$ cat config.mk
export PLATFORM = sky130hd
export DESIGN_NAME = bucket_sort_fraction
export DESIGN_NICKNAME = d
export VERILOG_FILES = /design/src/hdl/bsf_pkg.sv /design/src/hdl/bsf_ram.sv /design/src/hdl/bsf_datapath.sv /design/src/hdl/bsf_ctrl.sv /design/src/hdl/bucket_sort_fraction.sv
export SDC_FILE = /design/constraint.sdc
export NUM_CORES = 2
export LEC_CHECK = 0
export BUFFER_PORTS_ARGS = -buffer_cell sky130_fd_sc_hd__buf_4
export CAP_MARGIN = 30
export CELL_PAD_IN_SITES_DETAIL_PLACEMENT = 1
export CELL_PAD_IN_SITES_GLOBAL_PLACEMENT = 2
export CORE_MARGIN = 5
export CORE_UTILIZATION = 53
export CTS_CLUSTER_DIAMETER = 50
export DETAILED_ROUTE_END_ITERATION = 10
export PLACE_DENSITY_LB_ADDON = 0.08
export SLEW_MARGIN = 40
export SYNTH_ARGS = -nofsm -noshare
export SYNTH_HDL_FRONTEND = slang
export SYNTH_SLANG_ARGS = --single-unit
$ cat constraint.sdc
create_clock -name clock -period 10.48 [get_ports clock]
set_clock_uncertainty 0.1 [all_clocks]
set_input_delay 1.048 -clock clock [delete_from_list [all_inputs] [get_ports clock]]
set_output_delay 1.048 -clock clock [all_outputs]
set_load 0.005 [all_outputs]
$ cat src/hdl/bsf_pkg.sv
// shared constants, types and control/status structs for the fraction bucket sorter
package bsf_pkg;

   localparam int MAX_ITEMS  = 64;
   localparam int VALUE_BITS = 16;
   localparam int IDX_W      = (MAX_ITEMS > 1) ? $clog2(MAX_ITEMS) : 1;
   localparam int CNT_W      = $clog2(MAX_ITEMS + 1);
   localparam int DATA_W     = ((VALUE_BITS + 7) / 8) * 8;
   localparam int PROD_W     = VALUE_BITS + CNT_W;

   typedef struct packed {
      logic             valid;
      logic [IDX_W-1:0] idx;
   } link_type;

   localparam int LINK_W = $bits(link_type);

   typedef enum logic [1:0] {
      RD_CUR,
      RD_HEAD,
      RD_LINK
   } rd_sel_type;

   typedef enum logic [1:0] {
      CUR_HEAD,
      CUR_LNK,
      CUR_RDLINK
   } cur_sel_type;

   typedef enum logic [1:0] {
      LW_END,
      LW_HEAD,
      LW_LNK,
      LW_NODE
   } lw_sel_type;

   typedef struct packed {
      logic        req_ready;
      logic        take_req;
      logic        head_rsel_req;
      rd_sel_type  rd_sel;
      logic        cur_load;
      cur_sel_type cur_sel;
      logic        lnk_load;
      logic        link_we;
      lw_sel_type  link_wsel;
      logic        link_at_cur;
      logic        head_we;
      logic        count_inc;
      logic        load_out;
      logic        scan_inc;
      logic        clear;
   } cmd_type;

   typedef struct packed {
      logic full;
      logic last;
      logic hv_bucket;
      logic hv_scan;
      logic val_ge;
      logic link_valid;
      logic lnk_valid;
      logic scan_last;
      logic out_busy;
   } sts_type;

endpackage

$ cat src/hdl/bsf_ram.sv
// generic single-write, single-read memory with registered read data
module bsf_ram #(
   parameter int WIDTH  = 8,
   parameter int DEPTH  = 64,
   parameter int ADDR_W = (DEPTH > 1) ? $clog2(DEPTH) : 1
) (
   input  logic              clock,
   input  logic              wr_en,
   input  logic [ADDR_W-1:0] wr_addr,
   input  logic [WIDTH-1:0]  wr_data,
   input  logic [ADDR_W-1:0] rd_addr,
   output logic [WIDTH-1:0]  rd_data
);

   logic [WIDTH-1:0] mem_ff [DEPTH];
   logic [WIDTH-1:0] rd_data_ff;

   always_ff @(posedge clock) begin
      if (wr_en) begin
         mem_ff[wr_addr] <= wr_data;
      end
      rd_data_ff <= mem_ff[rd_addr];
   end

   assign rd_data = rd_data_ff;

endmodule

$ cat src/hdl/bsf_datapath.sv
// node store, bucket heads, counters and output register of the sorter
module bsf_datapath (
   input  logic                      clock,
   input  logic                      reset,
   input  bsf_pkg::cmd_type          cmd,
   output bsf_pkg::sts_type          sts,
   input  logic [bsf_pkg::DATA_W-1:0] req_tdata,
   input  logic                      req_tlast,
   output logic                      rsp_tvalid,
   input  logic                      rsp_tready,
   output logic [bsf_pkg::DATA_W-1:0] rsp_tdata,
   output logic                      rsp_tlast,
   output logic                      rsp_tuser
);
   import bsf_pkg::*;

   logic [VALUE_BITS-1:0] req_value;
   logic [PROD_W-1:0]     req_prod;
   logic [IDX_W-1:0]      req_bucket;

   logic [VALUE_BITS-1:0] v_ff;
   logic                  last_ff;
   logic [IDX_W-1:0]      b_ff;
   logic [IDX_W-1:0]      cur_ff, cur_in;
   link_type              lnk_ff;
   logic [CNT_W-1:0]      count_ff, k_ff;
   logic                  ovf_ff;
   logic [MAX_ITEMS-1:0]  hv_ff;
   logic [IDX_W-1:0]      scan_ff;

   logic                  out_valid_ff;
   logic [VALUE_BITS-1:0] out_value_ff;
   logic                  out_last_ff;
   logic                  out_drop_ff;

   logic [IDX_W-1:0]      node_idx;
   logic [IDX_W-1:0]      rd_addr;
   logic [IDX_W-1:0]      head_raddr;
   logic [IDX_W-1:0]      head_rdata;
   logic [VALUE_BITS-1:0] val_rdata;
   logic [LINK_W-1:0]     link_rdata_raw;
   link_type              link_rdata;
   link_type              link_wdata;
   logic [IDX_W-1:0]      link_waddr;
   logic                  val_we;

   assign req_value  = req_tdata[VALUE_BITS-1:0];
   assign req_prod   = PROD_W'(req_value) * PROD_W'(MAX_ITEMS);
   assign req_bucket = IDX_W'(req_prod >> VALUE_BITS);
   assign node_idx   = count_ff[IDX_W-1:0];
   assign link_rdata = link_type'(link_rdata_raw);
   assign val_we     = cmd.take_req && !sts.full;

   always_comb begin
      case (cmd.rd_sel)
         RD_HEAD: rd_addr = head_rdata;
         RD_LINK: rd_addr = link_rdata.idx;
         default: rd_addr = cur_ff;
      endcase
   end

   always_comb begin
      case (cmd.cur_sel)
         CUR_HEAD:   cur_in = head_rdata;
         CUR_LNK:    cur_in = lnk_ff.idx;
         CUR_RDLINK: cur_in = link_rdata.idx;
         default:    cur_in = cur_ff;
      endcase
   end

   always_comb begin
      case (cmd.link_wsel)
         LW_HEAD: link_wdata = '{valid: 1'b1, idx: cur_ff};
         LW_LNK:  link_wdata = lnk_ff;
         LW_NODE: link_wdata = '{valid: 1'b1, idx: node_idx};
         default: link_wdata = '{valid: 1'b0, idx: '0};
      endcase
   end

   assign link_waddr = cmd.link_at_cur ? cur_ff : node_idx;
   assign head_raddr = cmd.head_rsel_req ? req_bucket : scan_ff;

   bsf_ram #(.WIDTH(VALUE_BITS), .DEPTH(MAX_ITEMS)) u_values (
      .clock   (clock),
      .wr_en   (val_we),
      .wr_addr (node_idx),
      .wr_data (req_value),
      .rd_addr (rd_addr),
      .rd_data (val_rdata)
   );

   bsf_ram #(.WIDTH(LINK_W), .DEPTH(MAX_ITEMS)) u_links (
      .clock   (clock),
      .wr_en   (cmd.link_we),
      .wr_addr (link_waddr),
      .wr_data (link_wdata),
      .rd_addr (rd_addr),
      .rd_data (link_rdata_raw)
   );

   bsf_ram #(.WIDTH(IDX_W), .DEPTH(MAX_ITEMS)) u_heads (
      .clock   (clock),
      .wr_en   (cmd.head_we),
      .wr_addr (b_ff),
      .wr_data (node_idx),
      .rd_addr (head_raddr),
      .rd_data (head_rdata)
   );

   // payload registers
   always_ff @(posedge clock) begin
      if (cmd.take_req) begin
         v_ff    <= req_value;
         last_ff <= req_tlast;
         b_ff    <= req_bucket;
      end
      if (cmd.cur_load) begin
         cur_ff <= cur_in;
      end
      if (cmd.lnk_load) begin
         lnk_ff <= link_rdata;
      end
      if (cmd.load_out) begin
         out_value_ff <= val_rdata;
         out_last_ff  <= ((k_ff + CNT_W'(1)) == count_ff);
         out_drop_ff  <= ovf_ff;
      end
   end

   // control registers
   always_ff @(posedge clock) begin
      if (reset || cmd.clear) begin
         count_ff <= '0;
         k_ff     <= '0;
         ovf_ff   <= 1'b0;
         hv_ff    <= '0;
         scan_ff  <= '0;
      end else begin
         if (cmd.take_req && sts.full) begin
            ovf_ff <= 1'b1;
         end
         if (cmd.count_inc) begin
            count_ff <= count_ff + CNT_W'(1);
         end
         if (cmd.head_we) begin
            hv_ff[b_ff] <= 1'b1;
         end
         if (cmd.scan_inc) begin
            scan_ff <= scan_ff + IDX_W'(1);
         end
         if (cmd.load_out) begin
            k_ff <= k_ff + CNT_W'(1);
         end
      end
   end

   always_ff @(posedge clock) begin
      if (reset) begin
         out_valid_ff <= 1'b0;
      end else if (cmd.load_out) begin
         out_valid_ff <= 1'b1;
      end else if (rsp_tready) begin
         out_valid_ff <= 1'b0;
      end
   end

   assign sts.full       = (count_ff == CNT_W'(MAX_ITEMS));
   assign sts.last       = last_ff;
   assign sts.hv_bucket  = hv_ff[b_ff];
   assign sts.hv_scan    = hv_ff[scan_ff];
   assign sts.val_ge     = (val_rdata >= v_ff);
   assign sts.link_valid = link_rdata.valid;
   assign sts.lnk_valid  = lnk_ff.valid;
   assign sts.scan_last  = (scan_ff == IDX_W'(MAX_ITEMS - 1));
   assign sts.out_busy   = out_valid_ff && !rsp_tready;

   assign rsp_tvalid = out_valid_ff;
   assign rsp_tdata  = DATA_W'(out_value_ff);
   assign rsp_tlast  = out_last_ff;
   assign rsp_tuser  = out_drop_ff;

endmodule

$ cat src/hdl/bsf_ctrl.sv
// sequencer for list insertion and the sorted readout
module bsf_ctrl (
   input  logic             clock,
   input  logic             reset,
   input  logic             req_tvalid,
   input  logic             req_tlast,
   input  bsf_pkg::sts_type sts,
   output bsf_pkg::cmd_type cmd
);
   import bsf_pkg::*;

   typedef enum logic [3:0] {
      ST_IDLE,
      ST_HEAD,
      ST_FIRST,
      ST_NEXT,
      ST_LINK2,
      ST_DONE,
      ST_SCAN,
      ST_EHEAD,
      ST_EOUT,
      ST_CLEAR
   } state_type;

   state_type state_ff, state_in;

   always_comb begin
      cmd           = '0;
      cmd.rd_sel    = RD_CUR;
      cmd.cur_sel   = CUR_HEAD;
      cmd.link_wsel = LW_END;
      state_in      = state_ff;
      case (state_ff)
         ST_IDLE: begin
            cmd.req_ready     = 1'b1;
            cmd.head_rsel_req = 1'b1;
            if (req_tvalid) begin
               cmd.take_req = 1'b1;
               if (!sts.full) begin
                  state_in = ST_HEAD;
               end else if (req_tlast) begin
                  state_in = ST_SCAN;
               end
            end
         end
         ST_HEAD: begin
            if (!sts.hv_bucket) begin
               cmd.link_we   = 1'b1;
               cmd.link_wsel = LW_END;
               cmd.head_we   = 1'b1;
               state_in      = ST_DONE;
            end else begin
               cmd.rd_sel   = RD_HEAD;
               cmd.cur_load = 1'b1;
               cmd.cur_sel  = CUR_HEAD;
               state_in     = ST_FIRST;
            end
         end
         ST_FIRST: begin
            if (sts.val_ge) begin
               cmd.link_we   = 1'b1;
               cmd.link_wsel = LW_HEAD;
               cmd.head_we   = 1'b1;
               state_in      = ST_DONE;
            end else begin
               cmd.lnk_load = 1'b1;
               cmd.rd_sel   = RD_LINK;
               state_in     = ST_NEXT;
            end
         end
         ST_NEXT: begin
            if (!sts.lnk_valid || sts.val_ge) begin
               cmd.link_we   = 1'b1;
               cmd.link_wsel = LW_LNK;
               state_in      = ST_LINK2;
            end else begin
               cmd.cur_load = 1'b1;
               cmd.cur_sel  = CUR_LNK;
               cmd.lnk_load = 1'b1;
               cmd.rd_sel   = RD_LINK;
            end
         end
         ST_LINK2: begin
            cmd.link_we     = 1'b1;
            cmd.link_wsel   = LW_NODE;
            cmd.link_at_cur = 1'b1;
            state_in        = ST_DONE;
         end
         ST_DONE: begin
            cmd.count_inc = 1'b1;
            state_in      = sts.last ? ST_SCAN : ST_IDLE;
         end
         ST_SCAN: begin
            if (sts.hv_scan) begin
               state_in = ST_EHEAD;
            end else if (sts.scan_last) begin
               state_in = ST_CLEAR;
            end else begin
               cmd.scan_inc = 1'b1;
            end
         end
         ST_EHEAD: begin
            cmd.rd_sel   = RD_HEAD;
            cmd.cur_load = 1'b1;
            cmd.cur_sel  = CUR_HEAD;
            state_in     = ST_EOUT;
         end
         ST_EOUT: begin
            if (!sts.out_busy) begin
               cmd.load_out = 1'b1;
               if (sts.link_valid) begin
                  cmd.rd_sel   = RD_LINK;
                  cmd.cur_load = 1'b1;
                  cmd.cur_sel  = CUR_RDLINK;
               end else if (sts.scan_last) begin
                  state_in = ST_CLEAR;
               end else begin
                  cmd.scan_inc = 1'b1;
                  state_in     = ST_SCAN;
               end
            end
         end
         ST_CLEAR: begin
            cmd.clear = 1'b1;
            state_in  = ST_IDLE;
         end
         default: begin
            state_in = ST_IDLE;
         end
      endcase
   end

   always_ff @(posedge clock) begin
      if (reset) begin
         state_ff <= ST_IDLE;
      end else begin
         state_ff <= state_in;
      end
   end

endmodule

$ cat src/hdl/bucket_sort_fraction.sv
// top level of the fraction bucket sorter
// Sorts a batch of unsigned 0.16 fractions. Each request is placed into bucket
// floor(value*MAX_ITEMS/2^16) and linked into that bucket's ascending list in a
// node store of MAX_ITEMS entries; requests past that capacity are dropped and
// flagged in rsp_tuser for the whole batch. A request that lands in an empty
// bucket passes through the head check straight to the done step; one that goes
// ahead of the bucket head adds the first-node compare; otherwise the list walk
// follows, one node per cycle through the node store's read port, then the
// second link write. The request with tlast set then starts the readout, which
// scans the buckets in order, reads the head of each non-empty bucket, emits
// its results while rsp_tready allows, and clears the batch at the end. Bucket
// occupancy lives in flip-flops, so no clearing pass over the memories is
// needed after reset or between batches.
module bucket_sort_fraction (
   input  logic                       clock,
   input  logic                       reset,
   input  logic                       req_tvalid,
   output logic                       req_tready,
   input  logic [bsf_pkg::DATA_W-1:0] req_tdata,  // sample_value
   input  logic                       req_tlast,  // batch_end
   output logic                       rsp_tvalid,
   input  logic                       rsp_tready,
   output logic [bsf_pkg::DATA_W-1:0] rsp_tdata,  // sorted_value
   output logic                       rsp_tlast,  // run_end
   output logic                       rsp_tuser   // items_dropped
);
   import bsf_pkg::*;

   cmd_type cmd;
   sts_type sts;

   bsf_ctrl u_ctrl (
      .clock      (clock),
      .reset      (reset),
      .req_tvalid (req_tvalid),
      .req_tlast  (req_tlast),
      .sts        (sts),
      .cmd        (cmd)
   );

   bsf_datapath u_dp (
      .clock      (clock),
      .reset      (reset),
      .cmd        (cmd),
      .sts        (sts),
      .req_tdata  (req_tdata),
      .req_tlast  (req_tlast),
      .rsp_tvalid (rsp_tvalid),
      .rsp_tready (rsp_tready),
      .rsp_tdata  (rsp_tdata),
      .rsp_tlast  (rsp_tlast),
      .rsp_tuser  (rsp_tuser)
   );

   assign req_tready = cmd.req_ready;

endmodule

### After elaboration in Yosys (flattened, before gate mapping)

Memory sizes are Yosys's and may differ from the RTL's. A register that Yosys moved wholly into a read port is not among the register bits.
Cells that the tools add are included.

* flip-flop bits (word level): 144
* RAM bits: 1856
* bits of input ports: 21
* output and inout bits: 20
* logic and storage cells: 126
* memories kept: 3

* add/subtract/negate cells: 3
* $lt $le $gt $ge: 4
* equality and inequality tests: 25
* mux-type cells: 59
* bitwise gates (word level): 1
* reductions and logical operators: 15

Memory list
* u_dp.u_values.mem_ff: words 64, width 16, rd ports 1, clocked after memory_dff 1, wr ports 1, line bsf_ram.sv:15 `logic [WIDTH-1:0] mem_ff [DEPTH];`
* u_dp.u_links.mem_ff: words 64, width 7, rd ports 1, clocked after memory_dff 1, wr ports 1, line bsf_ram.sv:15
* u_dp.u_heads.mem_ff: words 64, width 6, rd ports 1, clocked after memory_dff 1, wr ports 1, line bsf_ram.sv:15

Operators with widths (count)
* 64-bit OR: 1
* 4-bit 2-to-1 mux: 10
* 4-bit case mux with 9 select lines: 1
* 3-bit case mux with 4 select lines: 2
* 1-bit 2-to-1 mux: 22
* 3-bit 2-to-1 mux: 7
* 7-bit case mux with 3 select lines: 1
* 6-bit 2-to-1 mux: 3
* 6-bit case mux with 3 select lines: 1
* 4-bit by 3-bit == test with 1-bit output (second input constant): 4
* 16-bit >= comparator: 1
* 7-bit by 1-bit adder with 7-bit output (second input constant): 2
* 6-bit by 7-bit less-than comparator with 1-bit output (second input constant): 2
* 1-bit binary-select mux with 6-bit select: 2
* 6-bit case mux with 2 select lines: 1
* 5-bit 2-to-1 mux: 2
* 2-bit case mux with 5 select lines: 1
* 2-bit == test (second input constant): 4
* 4-bit by 2-bit == test with 1-bit output (second input constant): 2
* 4-bit == test (second input constant): 2
* 7-bit == test: 1
* 7-bit == test (second input constant): 1
* 6-bit by 1-bit adder with 6-bit output (second input constant): 1
* 1-bit demux with 6-bit select: 1
* other kinds (18): 32

### Depth between registers and ports, before layout

* depth in word-level cells: 7
* gate-level depth with buffers: 25
* gate-level depth less buffers: 19

### Cells and area by module

Synthesis repeated with hierarchy kept, for this count alone.

* cells, all modules: 4136
* area, all modules: 80294.5 sq um

Modules (own cells, without submodules)
* bsf_ram at u_dp.u_values: instances 1, cells an instance 1829, area an instance 40042.2 sq um, seq. area each 31069.8 sq um
* bsf_ram at u_dp.u_links: instances 1, cells an instance 827, area an instance 17635.7 sq um, seq. area each 13593.0 sq um
* bsf_ram at u_dp.u_heads: instances 1, cells an instance 720, area an instance 15225.9 sq um, seq. area each 11651.2 sq um
* bsf_datapath: instances 1, cells an instance 669, area an instance 6727.7 sq um, seq. area each 3163.0 sq um
* bsf_ctrl: instances 1, cells an instance 91, area an instance 663.1 sq um, seq. area each 80.1 sq um

### Least setup slack after synthesis

No wires, ideal clock.

* kind: reg2reg
* from: reg u_dp.b_ff[2]
* to: reg u_dp.u_links.rd_data_ff[6] (netlist: u_dp.u_links.rd_data[6]), read port of u_dp.u_links.mem_ff
* setup time: 0.133 ns
* arrival: 5.240 ns
* required time: 10.247 ns
* path slack: 5.007 ns
* cell stages (with the launch flop): 24
* buffers on the path: 6
* period minus slack after synthesis: 5.473 ns
* cell sequence: edfxtp_1 > buf_2 > buf_2 > inv_1 > ha_1 > a21o_1 > a21o_1 > a221o_1 > a211oi_1 > inv_1 > o21ai_0 > nor2_1 > ha_1 > clkbuf_1 > nand2_1 > o21a_1 > buf_2 > clkbuf_1 > buf_2 > mux4_2 > a22oi_1 > nand3_1 > a21oi_1 > a21oi_1

* cells in the longest elaborated chain, start to end: 6
* elaborated cells on any way between the ends: 7
* classes of those cells: eq/ne (2); mux (5)

Ends and longest elaborated chain
* start: declaration: line bsf_datapath.sv:23 `logic [IDX_W-1:0] b_ff;`
* start signal: assignment: line bsf_datapath.sv:115 `b_ff <= req_bucket;`
* 1-bit binary-select mux with 6-bit select *: line bsf_datapath.sv:169 `assign sts.hv_bucket = hv_ff[b_ff];`
* 1-bit 2-to-1 mux (not written as such) *: line bsf_datapath.sv:169
* 4-bit 2-to-1 mux *: line bsf_ctrl.sv:47 `if (!sts.hv_bucket) begin`
* 2-bit case mux with 5 select lines *: line bsf_ctrl.sv:33 `case (state_ff)`
* 2-bit == test / 2-bit by 1-bit == test with 1-bit output (equally long branches): line bsf_datapath.sv:55 `case (cmd.rd_sel)`
* 6-bit case mux with 2 select lines *: line bsf_datapath.sv:55
* end: declaration: line bsf_ram.sv:16 `logic [WIDTH-1:0] rd_data_ff;`

Every way passes the cells marked *; elsewhere a longest branch is shown, timed or not. The select of a mux whose other input is x is not followed.
A chain may end at the register's enable or synchronous reset.

### Final worst setup path

* from: reg u_dp.b_ff[2]
* to: reg u_dp.u_values.rd_data_ff[14] (netlist: u_dp.u_values.rd_data[14]), read port of u_dp.u_values.mem_ff

* cells in the longest elaborated chain, start to end: 6
* elaborated cells on any way between the ends: 7
* classes of those cells: eq/ne (2); mux (5)

Ends and longest elaborated chain (line)
* 1-bit binary-select mux with 6-bit select *: bsf_datapath.sv:169
* 1-bit 2-to-1 mux (not written as such) *: bsf_datapath.sv:169
* 4-bit 2-to-1 mux *: bsf_ctrl.sv:47
* 2-bit case mux with 5 select lines *: bsf_ctrl.sv:33
* 2-bit == test / 2-bit by 1-bit == test with 1-bit output (equally long branches): bsf_datapath.sv:55
* 6-bit case mux with 2 select lines *: bsf_datapath.sv:55
* end: declaration: bsf_ram.sv:16

Marked as above.

==> impl_results.md <==
- Final period utilization: 70.4%
- Ranking of synthesized cells by area: edfxtp_1 72%, mux4_2 11%, dfxtp_1 3.0%, nand2_1 2.2%, a22oi_1 1.4%
- CTS resizes: 0
- Mapped Area: 79500 um2
- Synth Instances: 4480
- Ys flop type: edfxtp_1
- Total Neg Setup Slack: 0 ns
- DRC Markers: 0
- Largest net degree at the start of global routing: 130
- Logic pwr share: 9.4%
- Critical Path Fanout Max: 48
- Sw Share: 24.3%
- Worst Hold Class: flop to flop
- Yosys cell types: 65
- Clock share of power: 40.6%
- Data arrival, critical path: ~8 ns
- Dpl hpwl: 128 mm
- Core area: ~150000 um2
- WL per Instance: 31.4 um
- Sequential share of power: 50.0%
- Row cnt: 142
- Vias in the first global route: 45243
- Antenna violations before repair: 13
- Initial DRC count: ~4400
- Area Growth Syn to Fin: 13.5%
- Fin. max-slew vios: 0
- CTS Hold Bufs: 0
- Post-layout util: between 60% and 70%
- Setup bufs post-CTS: 0
- #FFs+latches synth: a little over 2000
- Synth Area per Inst: 17.7 um2
- Max Fclk: 136 MHz
- Worst-path clk slew: 0.06 ns
- Most numerous cell in the Yosys netlist: edfxtp_1
- Syn nets: 4526
- Htree depth: 4
- Final-report hold violation count: 0
- Initial Util: 53.2%
- Share of cells above drive strength 1: 21.7%
- Unrepaired setup endpoints after global routing: no
- Worst-margin pin slew: ~0.93 ns
- Via count: 43448
- IO Port Bufs: 40
- Nets: 4674
- Worst VDD drop: 0.156 mV
- Synth top area share: 71.9%
- Max clock buf depth: 3
- Fin Hold WS: 0.362 ns
- CP startpoint kind: flop
- RR Endpoint: u_dp.u_values.rd_data[14]
- Status: completed
- Max-cap violation count: 0
- Routed Antenna Nets: 0
- P_sw: 0.00438 W
- R2R cell count: 22
- Place WS: between 2 and 3 ns
- First-pass GRT wire length: 316 mm
- GPL Wtd Cong: 0.823
- Number of iterations in the first detailed-routing pass: 6
- GRT Total Usage: 27.4%
- Async SR Flop Fraction: 0%
- CTS Sinks: slightly above 2000
- Fill count: about 13000
- FF-to-FF Start: u_dp.b_ff[2]
- Worst path required time: 11.13 ns
- Post-synth top area cell: edfxtp_1
- Placed cell count: 6423
- Gr ovfl total: 0
- Die Y: roughly 400 um
- Headroom to the max-slew limit: 37.8%
- Final setup vio count: 0
- Vias/cell: 6.36
- Tmin final: 7.38 ns
- Critical setup path kind: flop to flop
- Internal: around 0.014 W
- Setup ws final: 3.10 ns
- CTS tree: done
- Drt total wl: 214 mm
- CP endpoint: u_dp.u_values.rd_data[14]
- Top cells by count, synth: 1904 x edfxtp_1, 470 x nand2_1, 380 x mux4_2
- Worst Setup SP: u_dp.b_ff[2]
- Finished Layout Cells: between 6000 and 7000
- R2r setup slk: 3.10 ns
- Yosys warns: 0
- Leakage: 28.6 nW
- EDFF count, synth: 1904
- Seq/Total Area, Yosys: 74.9%
- Power per cell area: about 200 nW/um2
- Die area: 158000 um2
- Die extent in x: 397 um
- Critical path endpoint category: flop
- Cts bufs inserted: ~210
- CTS root buf: clkbuf_16
- Clk Latency, worst-skew pair: approximately 0.83 ns
- IO Pins: 41
-- routing by layer --
metal | wire length [um] | share of wire (%) | track usage (%)
met3 | 14600 | 6.8 | 4.38
met2 | 105000 | 49 | 44.4
met5 | 0 | 0 | 0
met4 | 5390 | 2.5 | 7.38
met1 | 89400 | 42 | 39.2
-- placed cells by master, fill, tap and decap left out, drive strengths merged, types with 81 or more instances in the layout --
master	n
a21oi	170
a22oi	153
buf	201
clkbuf	277
clkinv	81
dfxtp	119
edfxtp	1904
mux4	380
nand2	470
nand3	162
nor2	171
nor3	107
-- sequential cells by signal, indices dropped and copies added, names as in the netlist, 10 cells and up --
| name | count |
|---|---|
| u_dp.hv_ff | 64 |
| u_dp.rsp_tdata | 16 |
| u_dp.u_heads.mem_ff | 384 |
| u_dp.u_links.mem_ff | 448 |
| u_dp.u_values.mem_ff | 1024 |
| u_dp.u_values.rd_data | 16 |
| u_dp.v_ff | 10 |
-- worst min-delay path by stage --
stage,to,startpoint,depth (start not counted),slack [ns]
2_1_floorplan,u_dp.rsp_tdata[0],u_dp.u_values.rd_data[0],0,0.31
3_3_place_gp,u_dp.rsp_tdata[0],u_dp.u_values.rd_data[0],0,0.32
3_5_place_dp,u_dp.rsp_tdata[14],u_dp.u_values.rd_data[14],0,0.35
4_1_cts,u_dp.last_ff,req_tlast,1,0.32
5_1_grt,u_dp.rsp_tdata[0],u_dp.u_values.rd_data[0],0,0.36
6_report,u_dp.rsp_tdata[0],u_dp.u_values.rd_data[0],0,0.36
-- power groups by stage --
stage / registers (W) / clock network [W] / logic, W
after floorplan: 0.00910 / 0 / 0.00103
after global placement: 0.00916 / 0 / 0.00162
after CTS: 0.00899 / 0.00741 / 0.00169
after detailed placement: 0.00916 / 0 / 0.00168
final: 0.00899 / 0.00731 / 0.00168
after global routing: 0.00899 / 0.00781 / 0.00179
-- per-stage QoR --
step                instance area [um2]  total power (W)
finish                            90200           0.0180
floorplan                         79500           0.0101
global placement                  82600           0.0108
global route                      90200           0.0186
detailed placement                83200           0.0108
CTS                               90000           0.0181
-- worst max-delay path, cell delays in order, from the launching register on --
cell,delay (ns)
edfxtp_1,0.32
buf_4,0.33
inv_1,0.17
ha_1,0.21
a21o_1,0.15
a21o_1,0.17
a221o_1,0.35
a211oi_2,0.48
nand4_1,0.41
o21ai_0,0.20
buf_4,0.20
nor2_1,0.07
ha_1,0.75
nand2_1,0.19
o21a_1,0.15
buf_4,0.23
nor2_4,0.68
buf_4,0.79
a22oi_1,0.24
and3_1,0.23
nor3_1,0.35
o21ai_0,0.33
o21ai_0,0.15
-- logic make-up (layout without fill, tap and decap cells) --
group,after synthesis,count (layout),synth area share (%)
AND/OR/NAND/NOR,1018,1018,5.62
adder cells (fa/ha/maj),25,25,0.394
buffers and inverters,306,636,1.65
AO/OA/AOI/OAI,644,644,5.59
XOR/XNOR,26,26,0.287
multiplexers,438,438,11.5
other,0,5,0
flip-flops,2023,2023,74.9
-- layout make-up --
class                           count  area [um2]  area share (%)
Clock buffer                      277        5780            6.40
Timing Repair Buffer              201        1840            2.04
Clock inverter                    118        1010            1.12
Sequential cell                  2023       59600            66.0
Tap cell                         2016        2520            2.80
Multi-Input combinational cell   2151       19300            21.4
Inverter                           40         165           0.183
Antenna cell                        5        12.5          0.0139
(Power assumes the default switching activity.)
